==> src/rtl/cito_pkg.sv <==
// Package for the cubic interpolating wavetable oscillator.
// Holds the shared widths, fixed-point constants, multiplier operand codes
// and the phase reload function. Depends on nothing.
package cito_pkg;

   localparam int TABLE_BITS  = 10;
   localparam int FRAC_BITS   = 16;
   localparam int SAMPLE_BITS = 16;

   localparam int PHASE_BITS = TABLE_BITS + FRAC_BITS;
   localparam int TABLE_SIZE = 1 << TABLE_BITS;

   localparam int AMP_FRAC = 15;
   localparam int INIT_BITS = 16;

   localparam int T_W = SAMPLE_BITS + 6;

   localparam int MA_W = T_W + 2;
   localparam int MB_W = (FRAC_BITS + 1 > T_W + 3) ? FRAC_BITS + 1 : T_W + 3;
   localparam int P_W  = MA_W + MB_W;

   localparam int DIV_SHIFT = T_W + 3;
   localparam logic [63:0] RECIP = ((64'd1 << DIV_SHIFT) + 64'd2) / 64'd3;

   localparam logic [1:0] MUL_FRAC  = 2'd0;
   localparam logic [1:0] MUL_AMP   = 2'd1;
   localparam logic [1:0] MUL_RECIP = 2'd2;

   typedef struct packed {
      logic       en;
      logic [1:0] sel;
   } mul_req_type;

   function automatic logic [PHASE_BITS-1:0] load_phase(input logic [INIT_BITS-1:0] val);
      logic [PHASE_BITS-1:0] p;
      int k;
      p = '0;
      for (int j = 0; j < PHASE_BITS; j++) begin
         k = j + INIT_BITS - PHASE_BITS;
         if (k >= 0) begin
            p[j] = val[k];
         end
      end
      return p - (PHASE_BITS'(1) << FRAC_BITS);
   endfunction

endpackage

==> src/rtl/cito_mul.sv <==
// Shared signed multiplier with operand selection and a registered product.
// Serves the Horner steps, the amplitude scaling and the divide by three.
// Depends on cito_pkg.
module cito_mul (
   input  logic                              clock,
   input  cito_pkg::mul_req_type             req,
   input  logic signed [cito_pkg::T_W-1:0]   t_val,
   input  logic [cito_pkg::FRAC_BITS-1:0]    frac,
   input  logic signed [15:0]                amp,
   input  logic [cito_pkg::T_W:0]            u_val,
   output logic signed [cito_pkg::P_W-1:0]   prod
);

   logic signed [cito_pkg::MA_W-1:0] opa;
   logic signed [cito_pkg::MB_W-1:0] opb;
   logic signed [cito_pkg::P_W-1:0]  prod_ff;

   always_comb begin
      unique case (req.sel)
         cito_pkg::MUL_FRAC: begin
            opa = cito_pkg::MA_W'(t_val);
            opb = signed'(cito_pkg::MB_W'(frac));
         end
         cito_pkg::MUL_AMP: begin
            opa = cito_pkg::MA_W'(t_val);
            opb = cito_pkg::MB_W'(amp);
         end
         cito_pkg::MUL_RECIP: begin
            opa = signed'(cito_pkg::MA_W'(u_val));
            opb = signed'(cito_pkg::MB_W'(cito_pkg::RECIP));
         end
         default: begin
            opa = '0;
            opb = '0;
         end
      endcase
   end

   always_ff @(posedge clock) begin
      if (req.en) begin
         prod_ff <= cito_pkg::P_W'(opa) * cito_pkg::P_W'(opb);
      end
   end

   assign prod = prod_ff;

endmodule

==> config.mk <==
export PLATFORM = sky130hd
export DESIGN_NAME = cito_mul
export DESIGN_NICKNAME = d
export VERILOG_FILES = /design/src/rtl/cito_pkg.sv /design/src/rtl/cito_mul.sv
export SDC_FILE = /design/constraint.sdc
export NUM_CORES = 1
export LEC_CHECK = 0
export BUFFER_PORTS_ARGS = -buffer_cell sky130_fd_sc_hd__clkbuf_2
export CAP_MARGIN = 15
export CORE_ASPECT_RATIO = 0.8
export CORE_MARGIN = 2
export CORE_UTILIZATION = 50
export DETAILED_ROUTE_END_ITERATION = 16
export GPL_TIMING_DRIVEN = 0
export PLACE_DENSITY_LB_ADDON = 0.08
export SLEW_MARGIN = 40
export SYNTH_ARGS = -nofsm -noshare
export SYNTH_HDL_FRONTEND = slang
export SYNTH_SLANG_ARGS = --single-unit
export TNS_END_PERCENT = 5
==> constraint.sdc <==
create_clock -name clock -period 9.8 [get_ports clock]
set_input_delay 0.49 -clock clock [delete_from_list [all_inputs] [get_ports clock]]
set_output_delay 0.49 -clock clock [all_outputs]
set_load 0.02 [all_outputs]
* Word level (Yosys, flattened, before mapping) *
Cells that the tools add are included.

word-level totals
  register bits after elaboration = 49
  output and inout port bits = 49

cells by class
  equality and inequality tests = 2
  reductions and logical operators = 2
  multiply operators = 1
  mux-type cells = 2

operator list
  kind                                           number
  one-hot mux 25 bit (3 select lines)            1
  multiplier 24 x 25 -> 49 bit                   1
  one-hot mux 24 bit (2 select lines)            1
  == test 2 x 1 -> 1 bit, second input constant  1
  == test 2 bit, second input constant           1
  zero test 2 bit                                1
  OR reduction 2 bit                             1

* Longest topological paths before layout *
  depth after elaboration = 4
  gate-level depth with buffers = 31
  mapped depth without buffers = 28

* Least setup slack after synthesis *
No wires, ideal clock.

  path type = input -> register
  start = input port req[0] (netlist bit)
  end = register prod_ff, in the netlist prod[45], data pin
  required time = 9.545 ns
  path slack = 1.364 ns
  data arrival time = 8.181 ns
  cell stages on the path = 28
  path through = clkbuf_1 nor2b_1 clkbuf_1 clkbuf_1 a21oi_1 clkbuf_1 nor2_1 fa_1 fa_1 inv_1 fa_1 fa_1 inv_1 fa_1 fa_1 inv_1 fa_1 inv_1 ha_1 buf_2 and4_1 and3_1 a221oi_1 o21ai_0 o2111ai_2 a21boi_2 or4_1 and3_1

between the ends
  cells in the longest elaborated chain, start to end = 4
  elaborated cells between the ends (all ways) = 7
  those cells by class = mul: 1; eq/ne: 2; mux: 2; reduce/logical: 2

ends and longest elaborated chain
  element                                                    RTL line        text
  from (decl)                                                cito_mul.sv:6   input cito_pkg::mul_req_type req,
  == test 2 x 1 -> 1 bit or zero test 2 bit (tied branches)  cito_mul.sv:19  unique case (req.sel)
  OR reduction 2 bit (no source line)                        --
  one-hot mux 24 bit (2 select lines)                        cito_mul.sv:19
  multiplier 24 x 25 -> 49 bit (*)                           cito_mul.sv:41  prod_ff <= cito_pkg::P_W'(opa) * cito_pkg::P_W'(opb);
  to (signal assigned)                                       cito_mul.sv:41
  to (decl)                                                  cito_mul.sv:16  logic signed [cito_pkg::P_W-1:0] prod_ff;

Every way passes the cells marked *; elsewhere a longest branch is shown, timed or not.
A chain may end at the register's enable or synchronous reset.

* Worst setup path after layout *
  start = input port req[0] (netlist bit)
  end = register prod_ff, in the netlist prod[43], data pin

Same word-level chain as after synthesis.

==> reports/qor.csv <==
stage,metric,value,unit
grt,grt_max_degree,50,
worst_setup_path,cp_data_arrival_time,9530,ps
worst_setup_path,worstSetupEndpointType,flip-flop,
logic_synthesis,syn-num-nets,3131,
timing,post-route-period-util,96.4,%
die,start_util,50.5,%
die,io_pins,130,
finish,drive_above_1_share,7.86,%
logic_synthesis,synth_top_cell_area_share,53.8,%
logic_synthesis,syn-mean-instance-area,9.33,sq um
die,die_x,237,um
timing,worstMarginPinSlew,1010,ps
worst_setup_path,startpoint_type,input pin,
detailed_routing,via_per_inst,5.33,
worst_setup_path,max_stage_delay,730,ps
grt,antenna_found_initial,1,
detailed_routing,first_iter_violations,1380,
timing,slew_headroom,32.5,%
logic_synthesis,yosys_warnings,0,
die,rows,68,
worst_setup_path,critPathLaunch,req[0],
logic_synthesis,async_reset_ff_share,0,%
grt,grtUsageTotal,33.1,%
worst_setup_path,worstSetupPathType,input pin to flip-flop,
finish,seq_area,1470,sq um
placement,dp_hpwl,60.8,mm
worst_setup_path,crit_path_end,prod[43],
logic_synthesis,ys_ff_latch,49,
detailed_routing,route.detailed.drc,0,
logic_synthesis,synth.most_common_cell,inv_1,
grt,grt-ovfl-total,0,
logic_synthesis,synth_edf_count,49,
detailed_routing,vias,16132,
worst_setup_path,path_depth,29,
clock_network,cts_tree,built,
finish,syn2layout_area_growth,7.76,%
logic_synthesis,ys_top_cells_by_count,"inv_1 (643), fa_1 (584), nor2_1 (265)",
finish,diodes,0,
timing,fmax,106,MHz
detailed_routing,routed_wirelength,69.8,mm
detailed_routing,ant_nets,0,
grt,grt_pass1_wl,108,mm
logic_synthesis,synth_ff_type,edfxtp_1,
run,maxCapViolCount,0,
logic_synthesis,synthTopCellsByArea,"fa_1 (54%), inv_1 (11%), ha_1 (7.8%)",
worst_setup_path,cp.required,9890,ps
detailed_routing,dr.pass1.iters,5,
finish,final_nets,3268,
clock_network,htree_levels,2,
die,fp.coreArea,43100,sq um
timing,slew_viol_final,0,
logic_synthesis,yosysSeqAreaShare,6.77,%
timing,post-route-min-period,9440,ps
worst_setup_path,critical_path.slowest_cell,clkbuf_1,
worst_setup_path,cpMostUsedCell,fa_1,
clock_network,ctsHoldBuffers,0,
outcome,status,completed,
finish,utilization,54.4,%
logic_synthesis,yosysUniqueCellTypes,57,
logic_synthesis,synth.largest_area_cell,fa_1,
min_path,worst_hold_path_type,input pin to flip-flop,
clock_network,clock-sinks,49,
die,die_h,191,um
finish,multiInputGateArea,17700,sq um
grt,grt_pass1_vias,17144,
die,die_area,45200,sq um
clock_network,cts_buffer_depth,2,
clock_network,path_clk_slew,80,ps
clock_network,cts_buffers,5,
finish,fill_cells,3980,
worst_setup_path,crit_fanout,10,
placement,gp_congestion,0.975,
logic_synthesis,syn_inst,2330,
logic_synthesis,netlist_area,21700,sq um
finish,largest_reg_flops,49,
timing,setup_viol,0,
worst_setup_path,cp_top_family,adder cells,
timing,rsz0062_at_grt,no,
placement,port_buffers,129,
timing,finalHoldViolations,0,
worst_setup_path,cp_num_buf_inv,9,
detailed_routing,wl_per_cell,23.1,um
clock_network,root_buffer,clkbuf_16,
==> through the flow <==
step | hold slack, ps | cell area, sq um | setup TNS, ps | cells | setup WS (ps)
after CTS | 620 | 23400 | 0 | 3027 | 122
final | 653 | 23400 | 0 | 3027 | 355
after detailed placement | 943 | 23200 | -8460 | 3020 | -847
after global routing | 680 | 23400 | 0 | 3027 | 11.1
after floorplan | 602 | 21700 | 0 | 2330 | 1360
after global placement | 943 | 23100 | -23180 | 3019 | -1730
==> cell usage in the layout (no fill, tap or decap), drive strengths merged, types with 20 or more instances in the layout <==
master / n
inv: 643
xnor2: 37
ha: 136
o21a: 20
o21ai: 37
a21oi: 57
nand2: 247
a21o: 21
nor2: 265
fa: 584
edfxtp: 49
clkbuf: 203
==> timing repair <==
item,4_1_cts,5_1_grt
resized for setup,10,18
setup buffers,0,0
endpoints found under the setup margin,10,14
pin swaps,0,0
==> cells by family (layout without fill, tap and decap cells) <==
family          Yosys count  count (layout)  share of synthesized area, %
fa+ha+maj               720             720                          61.6
buf+inv                 719             856                          12.4
simple gates            594             594                          11.2
compound gates          189             189                          5.61
xor+xnor                 50              50                          2.01
flops                    49              49                          6.77
mux                       9               9                         0.414
==> worst min path at each step <==
| stage | end | slack [ps] | from | depth (start not counted) |
|---|---|---|---|---|
| after floorplan | prod[0] | 600 | req[2] | 0 |
| after global placement | prod[44] | 940 | prod[44] | 1 |
| after detailed placement | prod[45] | 940 | prod[45] | 1 |
| after CTS | prod[0] | 620 | u_val[0] | 3 |
| after global routing | prod[0] | 680 | u_val[0] | 3 |
| final | prod[0] | 650 | u_val[0] | 3 |
==> cell type report <==
type                    count  share of cell area (%)
clock inverters             2                  0.0587
clock buffers               5                   0.534
plain buffers              75                    1.28
inverters                 644                    10.3
flip-flops and latches     49                    6.28
repair buffers            130                    2.80
multi-input cells        1562                    75.7
well taps                 560                    2.99
==> metal layers <==
metal  GRT usage (%)  wire, um  vias to the layer above
li1                -         -                     7053
met1            53.2     33600                     8250
met2            43.6     26500                      774
met3            10.7      8710                       53
met4            5.64      1060                        2
met5               0        13                        -
Power is not shown: default switching activity piles up to over one toggle a cycle in this logic, so the estimate is an artifact.
